### src/hw/rtl/svp_pkg.sv
// Shared types, widths and register codes for the shadow vertex projector.
`timescale 1ns / 1ps

package svp_pkg;

    localparam int COORD_WIDTH = 24;
    localparam int DX_WIDTH    = COORD_WIDTH + 2;
    localparam int MAG_WIDTH   = COORD_WIDTH + 1;
    localparam int SQ_WIDTH    = 2 * MAG_WIDTH + 1;
    localparam int ROOT_WIDTH  = COORD_WIDTH + 2;
    localparam int NUM_WIDTH   = 2 * COORD_WIDTH + 1;
    localparam int QUO_WIDTH   = COORD_WIDTH + 2;
    localparam int DEN_WIDTH   = COORD_WIDTH + 2;
    localparam int WSUM_WIDTH  = 10;
    localparam int HPROD_WIDTH = COORD_WIDTH - 1 + WSUM_WIDTH;
    localparam int FILL_WIDTH  = 11;
    localparam int CHAN_STEP   = 255;

    localparam logic [FILL_WIDTH-1:0] FILL_MAX = FILL_WIDTH'(4 * CHAN_STEP);
    localparam logic [7:0]            CHAN_MAX = 8'(CHAN_STEP);

    localparam int CFG_INDEX_WIDTH = 3;

    localparam logic [CFG_INDEX_WIDTH-1:0] REG_LIGHT_X       = 3'd0;
    localparam logic [CFG_INDEX_WIDTH-1:0] REG_LIGHT_Y       = 3'd1;
    localparam logic [CFG_INDEX_WIDTH-1:0] REG_LIGHT_Z       = 3'd2;
    localparam logic [CFG_INDEX_WIDTH-1:0] REG_LIGHT_RADIUS  = 3'd3;
    localparam logic [CFG_INDEX_WIDTH-1:0] REG_OBJECT_X      = 3'd4;
    localparam logic [CFG_INDEX_WIDTH-1:0] REG_OBJECT_Y      = 3'd5;
    localparam logic [CFG_INDEX_WIDTH-1:0] REG_OBJECT_Z      = 3'd6;
    localparam logic [CFG_INDEX_WIDTH-1:0] REG_CASTER_HEIGHT = 3'd7;

    typedef struct packed {
        logic signed [COORD_WIDTH-1:0] offset_x;
        logic signed [COORD_WIDTH-1:0] offset_y;
        logic [7:0]                    weight_r;
        logic [7:0]                    weight_g;
        logic [7:0]                    weight_b;
        logic [7:0]                    weight_a;
    } item_t;

    typedef struct packed {
        logic signed [COORD_WIDTH-1:0] shadow_x;
        logic signed [COORD_WIDTH-1:0] shadow_y;
        logic [7:0]                    fill_r;
        logic [7:0]                    fill_g;
        logic [7:0]                    fill_b;
        logic [7:0]                    fill_a;
        logic                          hits_ground;
    } result_t;

    typedef struct packed {
        logic signed [COORD_WIDTH-1:0] light_x;
        logic signed [COORD_WIDTH-1:0] light_y;
        logic signed [COORD_WIDTH-1:0] light_z;
        logic [COORD_WIDTH-2:0]        light_radius;
        logic signed [COORD_WIDTH-1:0] object_x;
        logic signed [COORD_WIDTH-1:0] object_y;
        logic signed [COORD_WIDTH-1:0] object_z;
        logic [COORD_WIDTH-2:0]        caster_height;
    } cfg_t;

    typedef struct packed {
        logic signed [DX_WIDTH-1:0] dx;
        logic signed [DX_WIDTH-1:0] dy;
        logic signed [DX_WIDTH-1:0] dz;
        logic [SQ_WIDTH-1:0]        sum_sq;
        logic [7:0]                 weight_r;
    } front_t;

    typedef struct packed {
        logic signed [DX_WIDTH-1:0] dx;
        logic signed [DX_WIDTH-1:0] dy;
        logic signed [DX_WIDTH-1:0] dz;
        logic [7:0]                 weight_r;
    } side_t;

    typedef struct packed {
        logic neg_x;
        logic neg_y;
        logic hits_ground;
        logic dist_zero;
    } post_t;

endpackage

### src/hw/rtl/svp_sqrt.sv
// Pipelined integer square root, one root bit per stage.
`timescale 1ns / 1ps

module svp_sqrt
    import svp_pkg::*;
(
    input  logic                  clk,
    input  logic [SQ_WIDTH-1:0]   radicand,
    output logic [ROOT_WIDTH-1:0] root
);

    localparam int PAD   = 2 * ROOT_WIDTH;
    localparam int REM_W = ROOT_WIDTH + 3;

    logic [PAD-1:0]        rad_reg  [ROOT_WIDTH];
    logic [PAD-1:0]        rad_next [ROOT_WIDTH];
    logic [REM_W-1:0]      rem_reg  [ROOT_WIDTH];
    logic [REM_W-1:0]      rem_next [ROOT_WIDTH];
    logic [ROOT_WIDTH-1:0] root_reg [ROOT_WIDTH];
    logic [ROOT_WIDTH-1:0] root_next[ROOT_WIDTH];

    logic [PAD-1:0]        rad_cur;
    logic [REM_W-1:0]      rem_cur, acc, trial;
    logic [ROOT_WIDTH-1:0] root_cur;

    always_comb
    begin
        for (int s = 0; s < ROOT_WIDTH; s++)
        begin
            if (s == 0)
            begin
                rad_cur  = PAD'(radicand);
                rem_cur  = '0;
                root_cur = '0;
            end
            else
            begin
                rad_cur  = rad_reg[s-1];
                rem_cur  = rem_reg[s-1];
                root_cur = root_reg[s-1];
            end
            acc   = {rem_cur[REM_W-3:0], rad_cur[PAD-1 -: 2]};
            trial = REM_W'({root_cur, 2'b01});
            if (acc >= trial)
            begin
                rem_next[s]  = acc - trial;
                root_next[s] = {root_cur[ROOT_WIDTH-2:0], 1'b1};
            end
            else
            begin
                rem_next[s]  = acc;
                root_next[s] = {root_cur[ROOT_WIDTH-2:0], 1'b0};
            end
            rad_next[s] = rad_cur << 2;
        end
    end

    always_ff @(posedge clk)
    begin
        for (int s = 0; s < ROOT_WIDTH; s++)
        begin
            rad_reg[s]  <= rad_next[s];
            rem_reg[s]  <= rem_next[s];
            root_reg[s] <= root_next[s];
        end
    end

    assign root = root_reg[ROOT_WIDTH-1];

endmodule

### config.mk
export PLATFORM = sky130hd
export DESIGN_NAME = svp_sqrt
export DESIGN_NICKNAME = d
export VERILOG_FILES = /design/src/hw/rtl/svp_pkg.sv /design/src/hw/rtl/svp_sqrt.sv
export SDC_FILE = /design/constraint.sdc
export NUM_CORES = 2
export LEC_CHECK = 0
export BUFFER_PORTS_ARGS = -buffer_cell sky130_fd_sc_hd__buf_2
export CAP_MARGIN = 40
export CORE_MARGIN = 2
export CORE_UTILIZATION = 40
export CTS_CLUSTER_SIZE = 20
export DETAILED_ROUTE_END_ITERATION = 8
export HOLD_SLACK_MARGIN = 0.15
export PLACE_DENSITY = 0.68
export SYNTH_ARGS = -nofsm -noshare
export SYNTH_HDL_FRONTEND = slang
export SYNTH_SLANG_ARGS = --single-unit
### constraint.sdc
create_clock -name clk -period 3.2 [get_ports clk]
set_input_delay 0 -clock clk [delete_from_list [all_inputs] [get_ports clk]]
set_output_delay 0 -clock clk [all_outputs]
set_load 0.005 [all_outputs]
Word-level counts from Yosys, hierarchy flattened --
Memories as Yosys holds them, arrays and structs flattened. Cells that the tools add are included.
Operators by class: add/subtract/negate cells 26, $lt $le $gt $ge 26, mux-type cells 52
Operator list (count):
- 29-bit 2-to-1 mux | 26
- 29-bit by 28-bit greater-or-equal comparator with 1-bit output | 25
- 29-bit by 28-bit subtractor with 29-bit output | 25
- 1-bit 2-to-1 mux | 26
- 1-bit by 1-bit subtractor with 2-bit output (second input constant) | 1
- 1-bit greater-or-equal comparator (second input constant) | 1
Storage, ports and cells: register bits 0, bits in writable memories 2730, output and inout port bits 26, memories kept 3
Memories:
- rad_reg | words 26, width 50, read ports 25, clocked after Yosys merged registers in 0, write ports 26, RTL line svp_sqrt.sv:15 | logic [PAD-1:0] rad_reg [ROOT_WIDTH];
- rem_reg | words 26, width 29, read ports 25, clocked after Yosys merged registers in 0, write ports 26, RTL line svp_sqrt.sv:17 | logic [REM_W-1:0] rem_reg [ROOT_WIDTH];
- root_reg | words 26, width 26, read ports 26, clocked after Yosys merged registers in 0, write ports 26, RTL line svp_sqrt.sv:19 | logic [ROOT_WIDTH-1:0] root_reg [ROOT_WIDTH];

Logic depth before layout (Yosys ltp) --
An unclocked memory read counts as a cell.
word-level depth 3, mapped depth 13

Worst setup path after synthesis --
No wires, ideal clock.
kind register to register, start point memory root_reg[1][182] (netlist bit), end point memory rem_reg[1][254] (netlist bit), library setup time 0.121 ns, arrival 2.869 ns, data required time 3.079 ns, setup slack 0.210 ns, stages on the path, launching flop included 12, buffers on the path 1, period minus slack after synthesis 2.990 ns, cells stage by stage dfxtp_1 > inv_1 > ha_1 > o21a_1 > or4_1 > a32oi_1 > o211ai_1 > a21oi_1 > o31ai_1 > a21oi_2 > buf_6 > mux2_2
RTL lines (RTL line):
- start: declaration | svp_sqrt.sv:19
- end: declaration | svp_sqrt.sv:17

==> impl_metrics.ini <==
[worst_setup_path]
crit_required_ns = 3.89
crit_type = flip-flop to flip-flop
r2r_start = root_reg[0][260]
worstSetupEndpointType = flip-flop
cp.arrival_ns = 3.75
crit_start = root_reg[0][260]
crit_path_start_kind = flip-flop
crit_fanout = 5

[global_route]
antenna_found_initial = 0
grt_pass1_vias = 39900
grt-ovfl-total = 0
grt_max_degree = 44
grt_first_pass_wirelength_mm = 199
groute.usage.overall_pct = 15.8

[finish]
areaGrowthSynthToFinish_pct = 16.8
n_antenna_cell = 0
nFillCells = 13700
seq_area_mm2 = 0.0327
largest_register_ffs = 650
nNetsFinal = 6621
drive_gt1_share_pct = 9.12
final_cell_mix = dfxtp_1, inv_1, nand2_1
multi_input_area_mm2 = 0.0251
fin_area_mm2 = 0.0700
final_common_cell = dfxtp_1

[pwr]
p_int_w = 0.0395
powerDensity_mw_per_mm2 = 787
pwr-share-comb_pct = 16.8
clkPwrFrac_pct = 35.6
leakagePower_nw = 32.5
swShare_pct = 28.2
seqPwrFrac_pct = 47.5
p_switching_w = 0.0155
vdd_drop_max_v = 0.000574

[timing]
setup_viol = 0
clock_skew_ns = 0.0601
worstMarginPinSlew_ns = 0.742
rsz0062_at_grt = no
fin_crit_sh_pct = 95.8
finalCriticalPeriod_ns = 3.07
fmax_mhz = 326
slew_viol_final = 0
tns_ns = 0
hold_viol_final = 0
slew_headroom_pct = 50.2

[synth]
synth.area.mux_share_pct = 1.39
async_reset_ff_share_pct = 0
synth.distinct_cells = 94
synth_adder_area_share_pct = 7.85
yosysTopAreaCellShare_pct = 54.6
ys.flop_type = dfxtp_1
synth-seq-cells = 1633
yosys.area_share.simple_pct = 12.6
synth_compound_area_share_pct = 12.6
postSynthCellCount = 5861
ys_seq_area_share_pct = 54.6
syn-cell-area_mm2 = 0.0599
synthTopCellsByArea = dfxtp_1, ha_1, xnor2_1, xor2_1, inv_1
synth_edf_count = 0
syn_nets = 6289
synth_warnings = 0
avgSynthCellArea_um2 = 10.2
synth_top_area_cell = dfxtp_1
synth_top_family_by_area = compound AO/OA/AOI/OAI gates
synth-xor-area-share_pct = 7.29

[place]
place_area_mm2 = 0.0631
place.gp.congestion = 0.870
dp_hpwl_mm = 91.6
numPortBuffers = 77

[outcome]
status = complete, no violations

[clocking]
cts_htree_levels = 4
cts-root-buf = clkbuf_16
cts.clk_slew.worst_paths_ns = 0.07
cts_tree = done
insertion_delay_ns = 0.80
cts-buffers-inserted = 162
cts.sink_count = 1633
max-clock-path-buffers = 3

[route]
vias = 40800
routedWlPerCell_um = 14.9
antenna_left = 0
drc = 0
dr.first_iter.drc_count = 2391
drt_wl_total_mm = 123
first_pass_iters = 9
via_per_inst = 4.94

[die]
core_area_mm2 = 0.149
die_h_um = 391
die_w_um = 391
die_area_mm2 = 0.153
start_util_pct = 40.2
rows = 142
io_pins = 78

[job]
maxCapViolCount = 0

[hold_path]
hold_path.startpoint = rad_reg[0][745]
holdCritPathClass = flip-flop to flip-flop
==> final timing paths <==
path | end | slack (ns) | cells after the start
max | rem_reg[0][342] | 0.13 | 10
min | rad_reg[0][797] | 0.30 | 0
max reg2reg | rem_reg[0][342] | 0.13 | 10
min reg2reg | rad_reg[0][797] | 0.30 | 0
==> critical path, stage by stage, from the launching register on <==
cell     delay [ns]
dfxtp_1        0.41
inv_1          0.08
ha_1           0.35
o21a_1         0.15
o21ai_1        0.23
a21oi_1        0.13
or4_1          0.57
and2_1         0.20
a211o_1        0.36
nor4_1         0.31
xor2_1         0.17
==> cells by family (layout without fill, tap and decap cells) <==
| kind of cell | Yosys count | after routing |
|---|---|---|
| and+or+nand+nor | 1496 | 1496 |
| other | 1 | 1 |
| DFF | 1633 | 1633 |
| adders and majority gates | 376 | 376 |
| AOI/OAI and AO/OA | 1196 | 1196 |
| buffers and inverters | 585 | 1049 |
| muxes | 75 | 75 |
| xor gates and xnor gates | 499 | 499 |
==> power by group through the flow <==
stage	Clock [W]	Sequential, W	Combinational [W]
floorplan	0	0.0255	0.00718
global placement	0	0.0265	0.00887
detailed placement	0	0.0265	0.00904
CTS	0.0201	0.0261	0.00922
global route	0.0210	0.0265	0.0104
finish	0.0196	0.0262	0.00927
==> layout make-up <==
class	instances	area share [%]
clock inverter	75	1.63
tap	1944	3.48
multi-input combinational	3643	35.9
timing repair buffer	274	3.20
clock buffer	221	6.54
sequential	1633	46.7
inverter	479	2.57
==> timing repair <==
item | 4_1_cts | 5_1_grt
setup buffers | 0 | 4
endpoints found under the hold margin | 51 | 0
hold buffers | 102 | 0
resized for setup | 0 | 19
setup endpoints to repair | 0 | 102
==> per-stage QoR <==
step,power (W),instances,setup slack (ns),util (%),hold slack [ns]
after global placement,0.0354,7866,0.0831,42.3,0.102
after detailed placement,0.0356,7867,0.0708,42.3,0.104
after CTS,0.0555,8265,0.0207,46.8,0.279
after global routing,0.0579,8269,0.00339,46.9,0.295
after floorplan,0.0327,5861,0.210,-,0.0277
final,0.0550,8269,0.133,46.9,0.295
==> cell usage after synthesis (all sizes together), types with 83 or more instances <==
master     n
ha       376
nand3     99
dfxtp   1633
a21oi    344
o21a      83
nor2     348
a21o     150
o21ai    304
nor3     146
xor2     220
xnor2    279
inv      475
nor4      86
nand2    380
==> routing by layer <==
metal / up-vias / part of all wire (%) / track usage [%]
li1: 20800 / - / -
met1: 18900 / 46 / 20.2
met2: 844 / 47 / 26.8
met3: 242 / 4.0 / 2.80
met4: 0 / 2.8 / 5.45
met5: - / 0 / 0
No activity file was read; power rests on OpenSTA's default activity.
