`src/hw/rtl/svp_pkg.sv`:
```
// Shared types, widths and register codes for the shadow vertex projector.
`timescale 1ns / 1ps

package svp_pkg;

    localparam int COORD_WIDTH = 24;
    localparam int DX_WIDTH    = COORD_WIDTH + 2;
    localparam int MAG_WIDTH   = COORD_WIDTH + 1;
    localparam int SQ_WIDTH    = 2 * MAG_WIDTH + 1;
    localparam int ROOT_WIDTH  = COORD_WIDTH + 2;
    localparam int NUM_WIDTH   = 2 * COORD_WIDTH + 1;
    localparam int QUO_WIDTH   = COORD_WIDTH + 2;
    localparam int DEN_WIDTH   = COORD_WIDTH + 2;
    localparam int WSUM_WIDTH  = 10;
    localparam int HPROD_WIDTH = COORD_WIDTH - 1 + WSUM_WIDTH;
    localparam int FILL_WIDTH  = 11;
    localparam int CHAN_STEP   = 255;

    localparam logic [FILL_WIDTH-1:0] FILL_MAX = FILL_WIDTH'(4 * CHAN_STEP);
    localparam logic [7:0]            CHAN_MAX = 8'(CHAN_STEP);

    localparam int CFG_INDEX_WIDTH = 3;

    localparam logic [CFG_INDEX_WIDTH-1:0] REG_LIGHT_X       = 3'd0;
    localparam logic [CFG_INDEX_WIDTH-1:0] REG_LIGHT_Y       = 3'd1;
    localparam logic [CFG_INDEX_WIDTH-1:0] REG_LIGHT_Z       = 3'd2;
    localparam logic [CFG_INDEX_WIDTH-1:0] REG_LIGHT_RADIUS  = 3'd3;
    localparam logic [CFG_INDEX_WIDTH-1:0] REG_OBJECT_X      = 3'd4;
    localparam logic [CFG_INDEX_WIDTH-1:0] REG_OBJECT_Y      = 3'd5;
    localparam logic [CFG_INDEX_WIDTH-1:0] REG_OBJECT_Z      = 3'd6;
    localparam logic [CFG_INDEX_WIDTH-1:0] REG_CASTER_HEIGHT = 3'd7;

    typedef struct packed {
        logic signed [COORD_WIDTH-1:0] offset_x;
        logic signed [COORD_WIDTH-1:0] offset_y;
        logic [7:0]                    weight_r;
        logic [7:0]                    weight_g;
        logic [7:0]                    weight_b;
        logic [7:0]                    weight_a;
    } item_t;

    typedef struct packed {
        logic signed [COORD_WIDTH-1:0] shadow_x;
        logic signed [COORD_WIDTH-1:0] shadow_y;
        logic [7:0]                    fill_r;
        logic [7:0]                    fill_g;
        logic [7:0]                    fill_b;
        logic [7:0]                    fill_a;
        logic                          hits_ground;
    } result_t;

    typedef struct packed {
        logic signed [COORD_WIDTH-1:0] light_x;
        logic signed [COORD_WIDTH-1:0] light_y;
        logic signed [COORD_WIDTH-1:0] light_z;
        logic [COORD_WIDTH-2:0]        light_radius;
        logic signed [COORD_WIDTH-1:0] object_x;
        logic signed [COORD_WIDTH-1:0] object_y;
        logic signed [COORD_WIDTH-1:0] object_z;
        logic [COORD_WIDTH-2:0]        caster_height;
    } cfg_t;

    typedef struct packed {
        logic signed [DX_WIDTH-1:0] dx;
        logic signed [DX_WIDTH-1:0] dy;
        logic signed [DX_WIDTH-1:0] dz;
        logic [SQ_WIDTH-1:0]        sum_sq;
        logic [7:0]                 weight_r;
    } front_t;

    typedef struct packed {
        logic signed [DX_WIDTH-1:0] dx;
        logic signed [DX_WIDTH-1:0] dy;
        logic signed [DX_WIDTH-1:0] dz;
        logic [7:0]                 weight_r;
    } side_t;

    typedef struct packed {
        logic neg_x;
        logic neg_y;
        logic hits_ground;
        logic dist_zero;
    } post_t;

endpackage

```
`src/hw/rtl/svp_front.sv`:
```
// Front stages: deltas to the light, height raise and squared horizontal distance.
`timescale 1ns / 1ps

module svp_front
    import svp_pkg::*;
(
    input  logic   clk,
    input  logic   rst_n,
    input  cfg_t   cfg,
    input  logic   in_valid,
    input  item_t  item,
    output logic   out_valid,
    output front_t out_data
);

    localparam int XW          = HPROD_WIDTH - 2;
    localparam int TERMS       = (XW + 7) / 8;
    localparam int REM_WIDTH   = 12;
    localparam int RAISE_WIDTH = COORD_WIDTH - 1;
    localparam int CORR_WIDTH  = $clog2(TERMS + 1);
    localparam int STAGES      = 6;

    logic [STAGES-1:0] valid_reg, valid_next;

    logic signed [DX_WIDTH-1:0] dx1_reg, dx1_next, dy1_reg, dy1_next;
    logic [WSUM_WIDTH-1:0]      wsum1_reg, wsum1_next;
    logic [7:0]                 wr1_reg, wr1_next;

    logic [HPROD_WIDTH-1:0]     hprod2_reg, hprod2_next;
    logic [2*MAG_WIDTH-1:0]     sqx2_reg, sqx2_next, sqy2_reg, sqy2_next;
    logic signed [DX_WIDTH-1:0] dx2_reg, dx2_next, dy2_reg, dy2_next;
    logic [7:0]                 wr2_reg, wr2_next;

    logic [REM_WIDTH-1:0]       xlow3_reg, xlow3_next;
    logic [RAISE_WIDTH-1:0]     qe3_reg, qe3_next;
    front_t                     f3_reg, f3_next;

    logic [REM_WIDTH-1:0]       rem4_reg, rem4_next;
    logic [RAISE_WIDTH-1:0]     qe4_reg, qe4_next;
    front_t                     f4_reg, f4_next;

    logic [RAISE_WIDTH-1:0]     raise5_reg, raise5_next;
    front_t                     f5_reg, f5_next;

    front_t                     f6_reg, f6_next;

    logic [MAG_WIDTH-1:0]       mag_x, mag_y;
    logic [XW-1:0]              x_val;
    logic [RAISE_WIDTH-1:0]     qe_low_ext;
    logic [REM_WIDTH-1:0]       qe_low;
    logic [CORR_WIDTH-1:0]      corr;

    always_comb
    begin
        valid_next = {valid_reg[STAGES-2:0], in_valid};

        dx1_next = DX_WIDTH'(cfg.object_x) + DX_WIDTH'(item.offset_x)
                   - DX_WIDTH'(cfg.light_x);
        dy1_next = DX_WIDTH'(cfg.object_y) + DX_WIDTH'(item.offset_y)
                   - DX_WIDTH'(cfg.light_y);
        wsum1_next = WSUM_WIDTH'(item.weight_r) + WSUM_WIDTH'(item.weight_g)
                     + WSUM_WIDTH'(item.weight_b) + WSUM_WIDTH'(item.weight_a);
        wr1_next = item.weight_r;

        mag_x = MAG_WIDTH'(dx1_reg[DX_WIDTH-1] ? -dx1_reg : dx1_reg);
        mag_y = MAG_WIDTH'(dy1_reg[DX_WIDTH-1] ? -dy1_reg : dy1_reg);
        hprod2_next = cfg.caster_height * wsum1_reg;
        sqx2_next = mag_x * mag_x;
        sqy2_next = mag_y * mag_y;
        dx2_next = dx1_reg;
        dy2_next = dy1_reg;
        wr2_next = wr1_reg;

        // x/255 as the sum of x/256^k; the estimate runs low by a few units
        x_val = hprod2_reg[HPROD_WIDTH-1:2];
        qe_low_ext = '0;
        for (int k = 1; k <= TERMS; k++)
        begin
            qe_low_ext = qe_low_ext + RAISE_WIDTH'(x_val >> (8 * k));
        end
        qe3_next = qe_low_ext;
        xlow3_next = x_val[REM_WIDTH-1:0];
        f3_next.dx = dx2_reg;
        f3_next.dy = dy2_reg;
        f3_next.dz = '0;
        f3_next.sum_sq = SQ_WIDTH'(sqx2_reg) + SQ_WIDTH'(sqy2_reg);
        f3_next.weight_r = wr2_reg;

        // remainder is small, so low bits are enough
        qe_low = qe3_reg[REM_WIDTH-1:0];
        rem4_next = xlow3_reg - (qe_low << 8) + qe_low;
        qe4_next = qe3_reg;
        f4_next = f3_reg;

        corr = '0;
        for (int j = 1; j <= TERMS; j++)
        begin
            if (rem4_reg >= REM_WIDTH'(CHAN_STEP * j))
            begin
                corr = corr + CORR_WIDTH'(1);
            end
        end
        raise5_next = qe4_reg + RAISE_WIDTH'(corr);
        f5_next = f4_reg;

        f6_next = f5_reg;
        f6_next.dz = DX_WIDTH'(cfg.object_z) + DX_WIDTH'(raise5_reg)
                     - DX_WIDTH'(cfg.light_z);
    end

    always_ff @(posedge clk or negedge rst_n)
    begin
        if (!rst_n)
        begin
            valid_reg <= '0;
        end
        else
        begin
            valid_reg <= valid_next;
        end
    end

    always_ff @(posedge clk)
    begin
        dx1_reg    <= dx1_next;
        dy1_reg    <= dy1_next;
        wsum1_reg  <= wsum1_next;
        wr1_reg    <= wr1_next;
        hprod2_reg <= hprod2_next;
        sqx2_reg   <= sqx2_next;
        sqy2_reg   <= sqy2_next;
        dx2_reg    <= dx2_next;
        dy2_reg    <= dy2_next;
        wr2_reg    <= wr2_next;
        xlow3_reg  <= xlow3_next;
        qe3_reg    <= qe3_next;
        f3_reg     <= f3_next;
        rem4_reg   <= rem4_next;
        qe4_reg    <= qe4_next;
        f4_reg     <= f4_next;
        raise5_reg <= raise5_next;
        f5_reg     <= f5_next;
        f6_reg     <= f6_next;
    end

    assign out_valid = valid_reg[STAGES-1];
    assign out_data  = f6_reg;

endmodule

```
`config.mk`:
```
export PLATFORM = sky130hd
export DESIGN_NAME = svp_front
export DESIGN_NICKNAME = d
export VERILOG_FILES = /design/src/hw/rtl/svp_pkg.sv /design/src/hw/rtl/svp_front.sv
export SDC_FILE = /design/constraint.sdc
export NUM_CORES = 2
export LEC_CHECK = 0
export BUFFER_PORTS_ARGS = -buffer_cell sky130_fd_sc_hd__buf_2
export CAP_MARGIN = 20
export CORE_MARGIN = 2
export CORE_UTILIZATION = 32
export DETAILED_ROUTE_END_ITERATION = 16
export SYNTH_ARGS = -nofsm -noshare
export SYNTH_HDL_FRONTEND = slang
export SYNTH_SLANG_ARGS = --single-unit
```
`constraint.sdc`:
```
create_clock -name clk -period 8.2 [get_ports clk]
set_input_delay 0.41 -clock clk [delete_from_list [all_inputs] [get_ports clk]]
set_output_delay 0.41 -clock clk [all_outputs]
set_load 0.02 [all_outputs]
```
Yosys cells after proc, flatten, opt, wreduce, memory -nomap -nowiden
Index checks and enable logic that the tools add are counted.
Storage, ports and cells
  register bits after elaboration: 832
  bits in latches: 0
  RAM bits: 0
  ROM bits: 0
  input port bits: 273
  output and inout bits: 138
  logic and storage cells: 66
  memories: 0
Cells by class
  add/subtract/negate cells: 20
  $mul: 3
  divide/modulo/power cells: 0
  order comparisons: 4
  equality and inequality tests: 0
  shift operators: 0
  mux-type cells: 6
  bitwise logic cells: 0
  reductions and logical operators: 0
Operator list (count)
  $mul 25x25->50: 2
  $sub 25x24->26: 3
  $add 24x24->25: 3
  $add 50x50->51: 1
  $mux 25: 2
  $neg 25->25: 2
  $mul 23x10->33: 1
  $ge 12x10->1 const B: 2
  $add 23x15->23: 1
  $add 23x3->23: 1
  $add 23x7->23: 1
  $add 12x12->12: 1
  $ge 12x8->1 const B: 1
  $ge 12x9->1 const B: 1
  $sub 12x12->12: 1
  $add 10x8->10: 1
  $add 9x8->10: 1
  $add 8x8->9: 1
  $mux 3: 3
  $add 3x1->3 const B: 2
  $add 1x1->2 const B: 1
  $mux 1: 1

Depth between registers and ports, before layout
  depth after elaboration: 9
  mapped depth: 38
  gate-level depth less buffers: 35

Least setup slack after synthesis
No wires, ideal clock.
  kind: register to register
  start point: register dx1_reg[0]
  end point: register sqx2_reg[47]
  library setup time: 0.072 ns
  data arrival time: 8.717 ns
  required time: 8.128 ns
  path slack: -0.589 ns
  stages on the path, launching flop included: 35
  path buffers: 4
  period minus slack after synthesis: 8.789 ns
  cell sequence: dfxtp_1 -> buf_6 -> clkinv_1 -> clkbuf_1 -> ha_1 -> nand3b_1 -> or4_1 -> nand2b_1 -> or3_1 -> o21ai_0 -> xnor2_1 -> clkbuf_1 -> nand2_1 -> fa_1 -> inv_1 -> fa_1 -> fa_1 -> inv_1 -> fa_1 -> inv_1 -> fa_1 -> fa_1 -> fa_1 -> ha_1 -> clkbuf_1 -> a21o_1 -> a21oi_1 -> o22ai_1 -> a211o_1 -> o21ai_1 -> nand3_1 -> a211oi_1 -> o31ai_1 -> a221oi_1 -> xnor2_1
Between the ends
  word-level cells in the longest chain between the ends: 3
RTL lines
  start: declaration: RTL line svp_front.sv:25  | logic signed [DX_WIDTH-1:0] dx1_reg, dx1_next, dy1_reg, dy1_next;
  start signal: assignment: RTL line svp_front.sv:125  | dx1_reg <= dx1_next;
  $neg 25->25: RTL line svp_front.sv:65  | mag_x = MAG_WIDTH'(dx1_reg[DX_WIDTH-1] ? -dx1_reg : dx1_reg);
  $mux 25 *: RTL line svp_front.sv:65
  $mul 25x25->50 *: RTL line svp_front.sv:68  | sqx2_next = mag_x * mag_x;
  named net sqx2_next[47]: RTL line svp_front.sv:30  | logic [2*MAG_WIDTH-1:0] sqx2_reg, sqx2_next, sqy2_reg, sqy2_next;
  end signal: assignment: RTL line svp_front.sv:130  | sqx2_reg <= sqx2_next;
  end: declaration: RTL line svp_front.sv:30
Mark *: on every way through the listed nets, which the timed path passes. The rest lies on a longest branch.

Worst setup path in the final report
Same ends and word-level chain as after synthesis.

==> flow_metrics.tcl <==
set metrics [dict create \
    max-slew-margin-rel 0.235 \
    setup_viol 10 \
    final_cells 11200 \
    antenna_found_initial 15 \
    end_kind "flip-flop" \
    root_buffer "clkbuf_16" \
    violations "setup timing" \
    nets 10300 \
    hp-class "in -> reg" \
    syn_to_final_growth_pct 20.5 \
    drv_cap 0 \
    rsz0062_at_grt "true" \
    ff_latch_area_um2 16600 \
    yosys.area.top_type "fa_1" \
    yosysSeqAreaShare 0.234 \
    crit_slowest_cell "fa_1" \
    die_area_um2 225000 \
    placedCellCount 11000 \
    synth.distinct_cells 86 \
    synth_nets 9359 \
    ant_nets 0 \
    viasPerCell 4.48 \
    critPathLaunchType "flip-flop" \
    multi_input_area_um2 47900 \
    ys.flop_type "dfxtp_1" \
    whs_ns 0.0981 \
    yosysMostFrequentCell "inv_1" \
    drt_iter0_drc 2547 \
    numClockSinks 826 \
    hold_viol_final 0 \
    netlist_top_cells_area "fa_1 (34%), dfxtp_1 (23%), ha_1 (11%)" \
    synth.top_cell.area_share 0.340 \
    report.final.slew_viol_count 0 \
    start_util 0.322 \
    outcome "finished with violations" \
    grtUsageTotal 0.159 \
    fin_crit_sh 1.02 \
    routed_wl_mm 176 \
    cp_slowest_stage_delay_ns 0.60 \
    clock_skew_ns 0.0523 \
    synth_edf_count 0 \
    ys.warnings.count 0 \
    critical_path.max_fanout 4 \
    grt_max_degree 24 \
    vias 50300 \
    crit_type "reg -> reg" \
    syn_avg_cell_area_um2 9.74 \
    port_buffers 387 \
    required_ns 8.80 \
    grt_pass1_vias 54800 \
    cts_tree "built" \
    synth_area_um2 70800 \
    clkTransAtPathRegs_ns 0.06 \
    tightest_slew_ns 1.14 \
    clock_latency_ns 0.73 \
    finalWeightedCongestion 0.924 \
    route.detailed.drc 0 \
    cts_buffers 91 \
    fillers 21900 \
    gr-total-overflow 0 \
    crit_arrival_ns 8.94 \
    async_reset_ff_frac 0.00726 \
    coreArea_um2 220000 \
    setup_ws_ns -0.139 \
    cpMostUsedCell "fa_1" \
    routedWlPerCell_um 15.7 \
    die_x_um 474 \
    max_freq_ghz 0.120 \
    grt_pass1_wl_mm 284 \
    dp_hpwl_mm 146 \
    synthCells 7272 \
    finalCriticalPeriod_ns 8.34 \
    rows 172 \
    synthTopCellsByCount "inv_1 (1873), fa_1 (1204), dfxtp_1 (820)" \
    clock_path_buffers 3 \
    ys_ff_latch 826 \
    htree_levels 3 \
    ios 411 \
    layout-drive-gt1-share 0.176 \
    firstDrtPassIters 6 \
    die_h_um 474 \
    largest_register_ffs 137 \
]
-- path summary, 6_finish.rpt --
| kind | startpoint | cells after the start | end | slack (ns) |
|---|---|---|---|---|
| max in group asynchronous | rst_n | 3 | valid_reg[3] | 7.38 |
| worst max register to register | dx1_reg[0] | 30 | sqx2_reg[47] | -0.14 |
| worst max-delay path | dx1_reg[0] | 30 | sqx2_reg[47] | -0.14 |
| worst min-delay path | item[8] | 3 | wsum1_reg[0] | 0.1 |
| worst min register to register | f3_reg[95] | 0 | f4_reg[95] | 0.31 |
| min in group asynchronous | rst_n | 3 | valid_reg[5] | 0.62 |
-- metal layers --
metal	track usage	vias to the layer above	wire, µm
li1	-	23800	-
met1	0.197	25000	72800
met2	0.279	1158	87200
met3	0.0279	292	9780
met4	0.0544	24	5910
met5	0	-	147
-- cells in the final DEF (no fill, tap or decap), types with 54 or more instances in the layout --
cell | netlist | layout
a21o_1 | 156 | 156
a21oi_1 | 218 | 187
and2_1 | 113 | 113
buf_2 | 14 | 387
buf_4 | 0 | 533
clkbuf_16 | 0 | 92
dfxtp_1 | 820 | 816
fa_1 | 1204 | 1177
ha_1 | 610 | 585
inv_1 | 1873 | 1829
nand2_1 | 596 | 560
nand3_1 | 59 | 54
nor2_1 | 424 | 403
o21ai_0 | 128 | 110
xnor2_1 | 218 | 206
xor2_1 | 113 | 109
-- layout make-up --
class / instances / area share
Multi-Input combinational cell: 4379 / 0.561
Sequential cell: 826 / 0.194
Inverter: 1891 / 0.0834
Timing Repair Buffer: 996 / 0.0825
Tap cell: 2958 / 0.0434
Clock buffer: 120 / 0.0292
Clock inverter: 40 / 0.00598
Antenna cell: 2 / 0.0000586
-- through the flow --
step	setup WS, ns	TNS, ns	cell area [µm²]	utilization
6_report	-0.139	-0.550	85300	0.388
3_3_place_gp	-0.319	-5.97	80200	0.365
2_1_floorplan	-0.0296	-0.0436	71100	-
4_1_cts	-0.113	-0.262	84300	0.383
5_1_grt	-0.388	-7.38	85300	0.388
3_5_place_dp	-0.464	-10.53	80200	0.365
-- worst max-delay path, delay by kind of cell, from the launching register on --
family	cells	cell delay, ns
adders and majority gates	8	3.84
DFF	1	0.36
and+or+nand+nor	5	1.37
AOI/OAI and AO/OA	9	1.84
xor gates and xnor gates	2	0.23
buffers and inverters	6	0.60
-- cell families after synthesis --
logic type               after synthesis  synth area share
AND/OR/NAND/NOR                     1429            0.0894
AO/OA/AOI/OAI                        786            0.0740
XOR/XNOR                             342            0.0435
buffers and inverters               2067             0.110
adder cells (fa/ha/maj)             1814             0.448
flip-flops                           826             0.234
multiplexers                           8           0.00117
-- timing repair --
item | CTS | global route
hold buffers | 15 | 0
gates cloned | 0 | 1
buffers inserted | 34 | 29
pin swaps | 93 | 94
resized for setup | 138 | 220
setup endpoints to repair | 41 | 45
endpoints found under the hold margin | 20 | 0
Power is left out: the tool's default activity adds up to more than one toggle a clock period on the data nets, which glitch-free logic cannot reach.
