File: src/hw/rtl/svp_pkg.sv
// Shared types, widths and register codes for the shadow vertex projector.
`timescale 1ns / 1ps

package svp_pkg;

    localparam int COORD_WIDTH = 24;
    localparam int DX_WIDTH    = COORD_WIDTH + 2;
    localparam int MAG_WIDTH   = COORD_WIDTH + 1;
    localparam int SQ_WIDTH    = 2 * MAG_WIDTH + 1;
    localparam int ROOT_WIDTH  = COORD_WIDTH + 2;
    localparam int NUM_WIDTH   = 2 * COORD_WIDTH + 1;
    localparam int QUO_WIDTH   = COORD_WIDTH + 2;
    localparam int DEN_WIDTH   = COORD_WIDTH + 2;
    localparam int WSUM_WIDTH  = 10;
    localparam int HPROD_WIDTH = COORD_WIDTH - 1 + WSUM_WIDTH;
    localparam int FILL_WIDTH  = 11;
    localparam int CHAN_STEP   = 255;

    localparam logic [FILL_WIDTH-1:0] FILL_MAX = FILL_WIDTH'(4 * CHAN_STEP);
    localparam logic [7:0]            CHAN_MAX = 8'(CHAN_STEP);

    localparam int CFG_INDEX_WIDTH = 3;

    localparam logic [CFG_INDEX_WIDTH-1:0] REG_LIGHT_X       = 3'd0;
    localparam logic [CFG_INDEX_WIDTH-1:0] REG_LIGHT_Y       = 3'd1;
    localparam logic [CFG_INDEX_WIDTH-1:0] REG_LIGHT_Z       = 3'd2;
    localparam logic [CFG_INDEX_WIDTH-1:0] REG_LIGHT_RADIUS  = 3'd3;
    localparam logic [CFG_INDEX_WIDTH-1:0] REG_OBJECT_X      = 3'd4;
    localparam logic [CFG_INDEX_WIDTH-1:0] REG_OBJECT_Y      = 3'd5;
    localparam logic [CFG_INDEX_WIDTH-1:0] REG_OBJECT_Z      = 3'd6;
    localparam logic [CFG_INDEX_WIDTH-1:0] REG_CASTER_HEIGHT = 3'd7;

    typedef struct packed {
        logic signed [COORD_WIDTH-1:0] offset_x;
        logic signed [COORD_WIDTH-1:0] offset_y;
        logic [7:0]                    weight_r;
        logic [7:0]                    weight_g;
        logic [7:0]                    weight_b;
        logic [7:0]                    weight_a;
    } item_t;

    typedef struct packed {
        logic signed [COORD_WIDTH-1:0] shadow_x;
        logic signed [COORD_WIDTH-1:0] shadow_y;
        logic [7:0]                    fill_r;
        logic [7:0]                    fill_g;
        logic [7:0]                    fill_b;
        logic [7:0]                    fill_a;
        logic                          hits_ground;
    } result_t;

    typedef struct packed {
        logic signed [COORD_WIDTH-1:0] light_x;
        logic signed [COORD_WIDTH-1:0] light_y;
        logic signed [COORD_WIDTH-1:0] light_z;
        logic [COORD_WIDTH-2:0]        light_radius;
        logic signed [COORD_WIDTH-1:0] object_x;
        logic signed [COORD_WIDTH-1:0] object_y;
        logic signed [COORD_WIDTH-1:0] object_z;
        logic [COORD_WIDTH-2:0]        caster_height;
    } cfg_t;

    typedef struct packed {
        logic signed [DX_WIDTH-1:0] dx;
        logic signed [DX_WIDTH-1:0] dy;
        logic signed [DX_WIDTH-1:0] dz;
        logic [SQ_WIDTH-1:0]        sum_sq;
        logic [7:0]                 weight_r;
    } front_t;

    typedef struct packed {
        logic signed [DX_WIDTH-1:0] dx;
        logic signed [DX_WIDTH-1:0] dy;
        logic signed [DX_WIDTH-1:0] dz;
        logic [7:0]                 weight_r;
    } side_t;

    typedef struct packed {
        logic neg_x;
        logic neg_y;
        logic hits_ground;
        logic dist_zero;
    } post_t;

endpackage

File: src/hw/rtl/svp_div.sv
// Pipelined restoring divider, one quotient bit per stage, saturating on overflow.
`timescale 1ns / 1ps

module svp_div
    import svp_pkg::*;
(
    input  logic                 clk,
    input  logic [NUM_WIDTH-1:0] num,
    input  logic [DEN_WIDTH-1:0] den,
    output logic [QUO_WIDTH-1:0] quo
);

    localparam int HI_WIDTH = NUM_WIDTH - QUO_WIDTH;

    logic [DEN_WIDTH-1:0] rem_reg  [QUO_WIDTH+1];
    logic [DEN_WIDTH-1:0] rem_next [QUO_WIDTH+1];
    logic [DEN_WIDTH-1:0] den_reg  [QUO_WIDTH+1];
    logic [DEN_WIDTH-1:0] den_next [QUO_WIDTH+1];
    logic [QUO_WIDTH-1:0] low_reg  [QUO_WIDTH+1];
    logic [QUO_WIDTH-1:0] low_next [QUO_WIDTH+1];
    logic [QUO_WIDTH-1:0] q_reg    [QUO_WIDTH+1];
    logic [QUO_WIDTH-1:0] q_next   [QUO_WIDTH+1];
    logic                 ovf_reg  [QUO_WIDTH+1];
    logic                 ovf_next [QUO_WIDTH+1];

    logic [HI_WIDTH-1:0]  num_hi;
    logic [DEN_WIDTH:0]   cat;

    always_comb
    begin
        // top bits must stay below the divisor or the quotient cannot fit
        num_hi      = num[NUM_WIDTH-1:QUO_WIDTH];
        rem_next[0] = DEN_WIDTH'(num_hi);
        ovf_next[0] = DEN_WIDTH'(num_hi) >= den;
        den_next[0] = den;
        low_next[0] = num[QUO_WIDTH-1:0];
        q_next[0]   = '0;
        for (int s = 1; s <= QUO_WIDTH; s++)
        begin
            cat = {rem_reg[s-1], low_reg[s-1][QUO_WIDTH-1]};
            if (cat >= {1'b0, den_reg[s-1]})
            begin
                rem_next[s] = DEN_WIDTH'(cat - {1'b0, den_reg[s-1]});
                q_next[s]   = {q_reg[s-1][QUO_WIDTH-2:0], 1'b1};
            end
            else
            begin
                rem_next[s] = cat[DEN_WIDTH-1:0];
                q_next[s]   = {q_reg[s-1][QUO_WIDTH-2:0], 1'b0};
            end
            low_next[s] = low_reg[s-1] << 1;
            den_next[s] = den_reg[s-1];
            ovf_next[s] = ovf_reg[s-1];
        end
    end

    always_ff @(posedge clk)
    begin
        for (int s = 0; s <= QUO_WIDTH; s++)
        begin
            rem_reg[s] <= rem_next[s];
            den_reg[s] <= den_next[s];
            low_reg[s] <= low_next[s];
            q_reg[s]   <= q_next[s];
            ovf_reg[s] <= ovf_next[s];
        end
    end

    assign quo = ovf_reg[QUO_WIDTH] ? '1 : q_reg[QUO_WIDTH];

endmodule

File: config.mk
export PLATFORM = sky130hd
export DESIGN_NAME = svp_div
export DESIGN_NICKNAME = d
export VERILOG_FILES = /design/src/hw/rtl/svp_pkg.sv /design/src/hw/rtl/svp_div.sv
export SDC_FILE = /design/constraint.sdc
export NUM_CORES = 2
export LEC_CHECK = 0
export ABC_AREA = 0
export BUFFER_PORTS_ARGS = -buffer_cell sky130_fd_sc_hd__buf_2
export CAP_MARGIN = 5
export CORE_ASPECT_RATIO = 0.8
export CORE_UTILIZATION = 35
export DETAILED_ROUTE_END_ITERATION = 10
export PLACE_DENSITY_LB_ADDON = 0.25
export SYNTH_ARGS = -nofsm -noshare
export SYNTH_HDL_FRONTEND = slang
export SYNTH_SLANG_ARGS = --single-unit
File: constraint.sdc
create_clock -name clk -period 3.95 [get_ports clk]
set_input_delay 0.395 -clock clk [delete_from_list [all_inputs] [get_ports clk]]
set_output_delay 0.395 -clock clk [all_outputs]
set_load 0.01 [all_outputs]
; ---- After elaboration in Yosys (flattened, before gate mapping)
; Memory sizes are Yosys's and may differ from the RTL's.
; Cells that the tools add are included.
[classes]
n_lt_le_gt_ge = 27
mux = 53
add_sub_neg = 26
[ops]
columns = operator, count
row1 = greater-or-equal comparator 27 x 26 -> 1 bit, 26
row2 = 2-to-1 mux 26 bit, 27
row3 = subtractor 26 bit, 26
row4 = greater-or-equal comparator 23 x 26 -> 1 bit, 1
row5 = 2-to-1 mux 1 bit, 26
[word_totals]
ff_bits = 0
inputBits = 76
out_inout_bits = 26
memories = 5
ramBits = 2835
elab_cells = 111
[memory_table]
columns = memory, words, word_bits, rd, rd_ports_with_merged_regs, write_ports, line_no
row1 = den_reg, 27, 26, 26, 0, 27, svp_div.sv:17  ; logic [DEN_WIDTH-1:0] den_reg [QUO_WIDTH+1];
row2 = low_reg, 27, 26, 26, 0, 27, svp_div.sv:19  ; logic [QUO_WIDTH-1:0] low_reg [QUO_WIDTH+1];
row3 = q_reg, 27, 26, 27, 0, 27, svp_div.sv:21  ; logic [QUO_WIDTH-1:0] q_reg [QUO_WIDTH+1];
row4 = rem_reg, 27, 26, 26, 0, 27, svp_div.sv:15  ; logic [DEN_WIDTH-1:0] rem_reg [QUO_WIDTH+1];
row5 = ovf_reg, 27, 1, 27, 0, 27, svp_div.sv:23  ; logic ovf_reg [QUO_WIDTH+1];

; ---- Logic depth before layout (Yosys ltp)
; An unclocked memory read counts as a cell.
[depth]
ltp_word = 3
ltp_mapped = 15
ltp_nobuf = 14

; ---- Worst setup path after synthesis
; No wires, ideal clock.
[synth_path]
kind = register to register
start = memory den_reg[1][4] in the netlist's numbering
end = memory rem_reg[1][33] in the netlist's numbering
path_buffers = 2
path_stages_with_launch = 15
t_required_ns = 3.829
setup_time_ns = 0.121
arrival_time_ns = 3.240
synth_period_minus_slack_ns = 3.361
path_slack_ns = 0.589
path_cell_list = dfxtp_1 -> inv_1 -> ha_1 -> a21o_1 -> or3_1 -> o221a_4 -> a211oi_4 -> a21oi_2 -> a211oi_2 -> a21oi_1 -> a211o_1 -> a211o_1 -> buf_6 -> buf_6 -> mux2_4
[synth_rtl]
columns = element, line_no
row1 = "start, declared", svp_div.sv:17
row2 = "end, declared", svp_div.sv:15

==> flow_results.xml <==
<?xml version="1.0" encoding="UTF-8"?>
<metrics>
  <group name="outcome">
    <metric name="result_of_the_run" unit="">finished, final reports clean</metric>
  </group>
  <group name="critical_path">
    <metric name="worst-endpoint-required" unit="ps">4700</metric>
    <metric name="worstSetupStartpoint" unit="">den_reg[1][4]$_DFF_P_</metric>
    <metric name="endpoint_kind" unit="">flip-flop</metric>
    <metric name="worst_path_arrival_time" unit="ps">4510</metric>
    <metric name="r2r.worst_path.cells" unit="">13</metric>
    <metric name="setup_crit_end" unit="">rem_reg[1][43]$_DFF_P_</metric>
    <metric name="terminus_of_the_critical_flop_to_flop_path" unit="">rem_reg[1][43]$_DFF_P_</metric>
    <metric name="worst_path_most_repeated_cell" unit="">a211o_1</metric>
    <metric name="crit_slowest_cell" unit="">a211o_1</metric>
    <metric name="timing.reg2reg.setup_slack" unit="ps">190</metric>
    <metric name="critPathMaxStageDelay" unit="ps">420</metric>
    <metric name="worstPathMaxFanout" unit="">9</metric>
    <metric name="setup.worst_path.class" unit="">reg2reg</metric>
    <metric name="reg2reg_from" unit="">den_reg[1][4]$_DFF_P_</metric>
    <metric name="startpoint_type" unit="">flip-flop</metric>
    <metric name="worstPathCellList" unit="">inv_1 &gt; ha_1 &gt; a21o_1 &gt; or3_1 &gt; o221a_4 &gt; a211oi_4 &gt; a21oi_2 &gt; a211oi_2 &gt; a21oi_1 &gt; a211o_1 &gt; a211o_1 &gt; buf_4 &gt; mux2_4</metric>
  </group>
  <group name="clocking">
    <metric name="clockRootBuffer" unit="">clkbuf_16</metric>
    <metric name="cts-htree-levels" unit="">4</metric>
    <metric name="worst_skew_pair.late_latency" unit="ps">880</metric>
    <metric name="cts_max_path_buffers" unit="">4</metric>
    <metric name="clk_pin_slew_worst_paths" unit="ps">70</metric>
    <metric name="numClockSinks" unit="">2078</metric>
    <metric name="cts_tree" unit="">done</metric>
    <metric name="tritoncts_buffers" unit="">218</metric>
  </group>
  <group name="sta">
    <metric name="finalHoldWorstSlack" unit="ps">131</metric>
    <metric name="fin_setup_tns" unit="ps">0</metric>
    <metric name="rsz0062_at_grt" unit="">no</metric>
    <metric name="final_critical_path_setup_slack" unit="ps">192</metric>
    <metric name="tightest_slew" unit="ps">1070</metric>
    <metric name="final.setup_skew" unit="ps">90.2</metric>
    <metric name="slew_headroom" unit="%">28.6</metric>
    <metric name="slew_violations" unit="">0</metric>
    <metric name="layout_worst_path_cycle_share" unit="%">95.1</metric>
    <metric name="min_period" unit="ps">3760</metric>
    <metric name="finalHoldViolations" unit="">0</metric>
    <metric name="fmax" unit="MHz">266</metric>
    <metric name="report.final.setup_viol" unit="">0</metric>
  </group>
  <group name="final_layout">
    <metric name="synthToLayoutAreaGrowth" unit="%">15.5</metric>
    <metric name="largest_register_ff_count" unit="">676</metric>
    <metric name="num-fill-cells" unit="">22932</metric>
    <metric name="register_area" unit="µm²">41600</metric>
    <metric name="footprint_of_the_multi_input_gates" unit="µm²">39000</metric>
    <metric name="postLayoutCoreUtil" unit="%">40.8</metric>
    <metric name="layout.nets" unit="">9543</metric>
    <metric name="layout-drive-gt1-share" unit="%">10.9</metric>
  </group>
  <group name="yosys">
    <metric name="top_cells_by_area_synth" unit="">dfxtp_1, ha_1, mux2_2</metric>
    <metric name="synthesis.yosys.warnings" unit="">0</metric>
    <metric name="synth_adder_area_share" unit="%">10.9</metric>
    <metric name="synth_top_family_by_area" unit="">compound AO/OA/AOI/OAI gates</metric>
    <metric name="yosys.area_share.simple" unit="%">9.46</metric>
    <metric name="synth.avg_cell_area" unit="µm²">10.0</metric>
    <metric name="synth.mux.area_fraction" unit="%">4.79</metric>
    <metric name="synth_enable_flop_cells" unit="">0</metric>
    <metric name="yosys_most_used_dff" unit="">dfxtp_1</metric>
    <metric name="synth_top_area_share" unit="%">49.3</metric>
    <metric name="synth.cell_area" unit="µm²">84300</metric>
    <metric name="post_syn_nets" unit="">9234</metric>
    <metric name="ys_ff_latch" unit="">2078</metric>
    <metric name="synth_cell_type_count" unit="">88</metric>
    <metric name="synth_area_leader_cell" unit="">dfxtp_1</metric>
    <metric name="post_synth_xor_area_fraction" unit="%">5.49</metric>
    <metric name="synth-compound-area-share" unit="%">15.3</metric>
    <metric name="synth-seq-area-share" unit="%">49.3</metric>
    <metric name="count_of_mapped_cells_out_of_synthesis" unit="">8436</metric>
    <metric name="async_flop_share" unit="%">0</metric>
  </group>
  <group name="detailed_routing">
    <metric name="drt-pass1-iter-count" unit="">6</metric>
    <metric name="drt_iter0_drc" unit="">3780</metric>
    <metric name="post-route-drc-count" unit="">0</metric>
    <metric name="wl" unit="mm">205</metric>
    <metric name="ant_nets" unit="">0</metric>
    <metric name="avgViaCountPerCell" unit="">4.85</metric>
    <metric name="total_via_count_in_the_routed_design" unit="">58598</metric>
    <metric name="wire_per_inst" unit="µm">16.9</metric>
  </group>
  <group name="global_routing">
    <metric name="grt_first_pass_wirelength" unit="mm">321</metric>
    <metric name="global_route.usage.total" unit="%">16.6</metric>
    <metric name="grt_max_degree" unit="">50</metric>
    <metric name="via_count_of_the_first_global_routing_pass" unit="">57109</metric>
    <metric name="overflow" unit="">0</metric>
    <metric name="grt_antenna_before_repair" unit="">11</metric>
  </group>
  <group name="floorplan">
    <metric name="die_width" unit="µm">551</metric>
    <metric name="floorplan.die.height" unit="µm">441</metric>
    <metric name="start_util" unit="%">35.3</metric>
    <metric name="rows" unit="">160</metric>
    <metric name="top_level_ports" unit="">102</metric>
    <metric name="design.core.area" unit="µm²">239000</metric>
    <metric name="fp.dieArea" unit="µm²">243000</metric>
  </group>
  <group name="hold_path">
    <metric name="hold_path_class" unit="">in2reg</metric>
  </group>
  <group name="placement">
    <metric name="dp_hpwl" unit="mm">157</metric>
    <metric name="place_ws" unit="ps">219</metric>
    <metric name="finalWeightedCongestion" unit="">0.890</metric>
    <metric name="placement.io_buffers" unit="">101</metric>
  </group>
  <group name="power_and_ir_drop">
    <metric name="power.density" unit="nW/µm²">941</metric>
    <metric name="leakagePower" unit="nW">44.2</metric>
    <metric name="worst_ir_drop_vdd" unit="µV">478</metric>
  </group>
  <group name="job">
    <metric name="cap_violations" unit="">0</metric>
  </group>
</metrics>
-- worst min path at each step --
stage                                       start                       to  slack [ps]  depth (start not counted)
after global routing                       num[0]    low_reg[0][0]$_DFF_P_         100                          2
after floorplan            low_reg[0][73]$_DFF_P_  low_reg[0][100]$_DFF_P_         310                          0
after CTS                                  num[0]    low_reg[0][0]$_DFF_P_          50                          2
after global placement    low_reg[0][276]$_DFF_P_  low_reg[0][303]$_DFF_P_         310                          0
after detailed placement    q_reg[0][287]$_DFF_P_    q_reg[0][314]$_DFF_P_         310                          0
final                                      num[0]    low_reg[0][0]$_DFF_P_         130                          2
-- metrics by stage --
stage,cells,total power [mW],area (µm²)
after floorplan,8436,59.2,84300
after CTS,12084,92.0,97400
after global placement,11609,69.4,89000
after global routing,12085,98.0,97400
after detailed placement,11609,69.6,89000
final,12089,91.7,97400
-- metal layers --
| layer | GRT usage [%] | share of wire [%] |
|---|---|---|
| met3 | 2.18 | 4.3 |
| met4 | 4.36 | 2.2 |
| met2 | 23.5 | 39 |
| met5 | 0 | 0 |
| met1 | 25.9 | 55 |
-- repair_timing --
item | CTS | global route
buffers inserted | 0 | 0
hold endpoints to repair | 76 | 0
gates resized for setup | 0 | 5
hold buffers | 75 | 0
endpoints found under the setup margin | 0 | 43
-- Yosys cell counts, types with 17 or more instances --
| library cell | n |
|---|---|
| a21o_1 | 323 |
| or2_2 | 48 |
| nand2b_1 | 87 |
| nor4_1 | 28 |
| nand3b_1 | 19 |
| a21oi_1 | 704 |
| a2111oi_0 | 20 |
| mux2_2 | 318 |
| nand3_1 | 122 |
| fa_1 | 25 |
| and3_1 | 58 |
| xnor2_1 | 317 |
| o31a_1 | 18 |
| a31oi_1 | 50 |
| buf_2 | 23 |
| mux2_4 | 18 |
| o21ai_0 | 447 |
| o21bai_1 | 91 |
| nor3_1 | 93 |
| nand4_1 | 99 |
| nor2b_1 | 104 |
| dfxtp_1 | 2078 |
| inv_1 | 877 |
| a41oi_1 | 17 |
| a21boi_0 | 18 |
| o21a_1 | 91 |
| ha_1 | 697 |
| xor2_1 | 212 |
| o211ai_1 | 22 |
| a211oi_1 | 61 |
| or3_1 | 22 |
| mux2i_1 | 19 |
| clkbuf_1 | 113 |
| and2_1 | 23 |
| o31ai_1 | 40 |
| nand2_1 | 452 |
| nor2_1 | 452 |
-- power by group --
part	leakage (nW)	internal [mW]	total, mW	switching (mW)
Combinational	23.0	18.2	39.6	21.4
Clock	3.68	12.9	21.6	8.72
Sequential	17.5	26.9	30.5	3.61
-- layout make-up --
class,count,share of cell area (%)
Inverter,877,3.38
Clock inverter,126,1.68
Antenna cell,5,0.0128
Tap cell,3159,4.06
Multi-Input combinational cell,5327,40.0
Clock buffer,274,6.16
Sequential cell,2078,42.7
Timing Repair Buffer,243,2.00
-- kinds of logic (layout without fill, tap and decap cells) --
family,after synthesis,count (layout)
flip-flops,2078,2078
AO/OA/AOI/OAI,2062,2062
AND/OR/NAND/NOR,1659,1659
buffers and inverters,1031,1520
adder cells (fa/ha/maj),722,722
XOR/XNOR,529,529
multiplexers,355,355
other,0,5
-- critical path: cells and delay by family, from the launching register on --
kind	cells	cell delay, ps
flops	1	350
buf+inv	2	300
fa+ha+maj	1	330
mux	1	310
compound gates	8	1940
simple gates	1	360
-- cell usage in the layout (no fill, tap or decap), types with 23 or more instances in the layout --
cell type / instances
a21o_1: 322
buf_4: 52
inv_1: 877
nand2b_1: 87
clkinv_2: 32
or2_2: 48
o21a_1: 91
o21ai_0: 446
buf_2: 101
mux2_2: 318
and2_1: 23
xor2_1: 212
and3_1: 58
nor2_1: 452
ha_1: 697
dlygate4sd3_1: 75
a31oi_1: 48
nand3_1: 121
a21oi_1: 703
o31ai_1: 38
clkinvlp_4: 29
clkbuf_8: 31
nor4_1: 27
fa_1: 25
clkbuf_1: 24
bufinv_16: 31
clkbuf_16: 219
nor3_1: 93
a211oi_1: 61
nand2_1: 452
nor2b_1: 104
nand4_1: 99
dfxtp_1: 2077
xnor2_1: 317
o21bai_1: 91
Note: power is estimated with default switching activity, not from simulation.
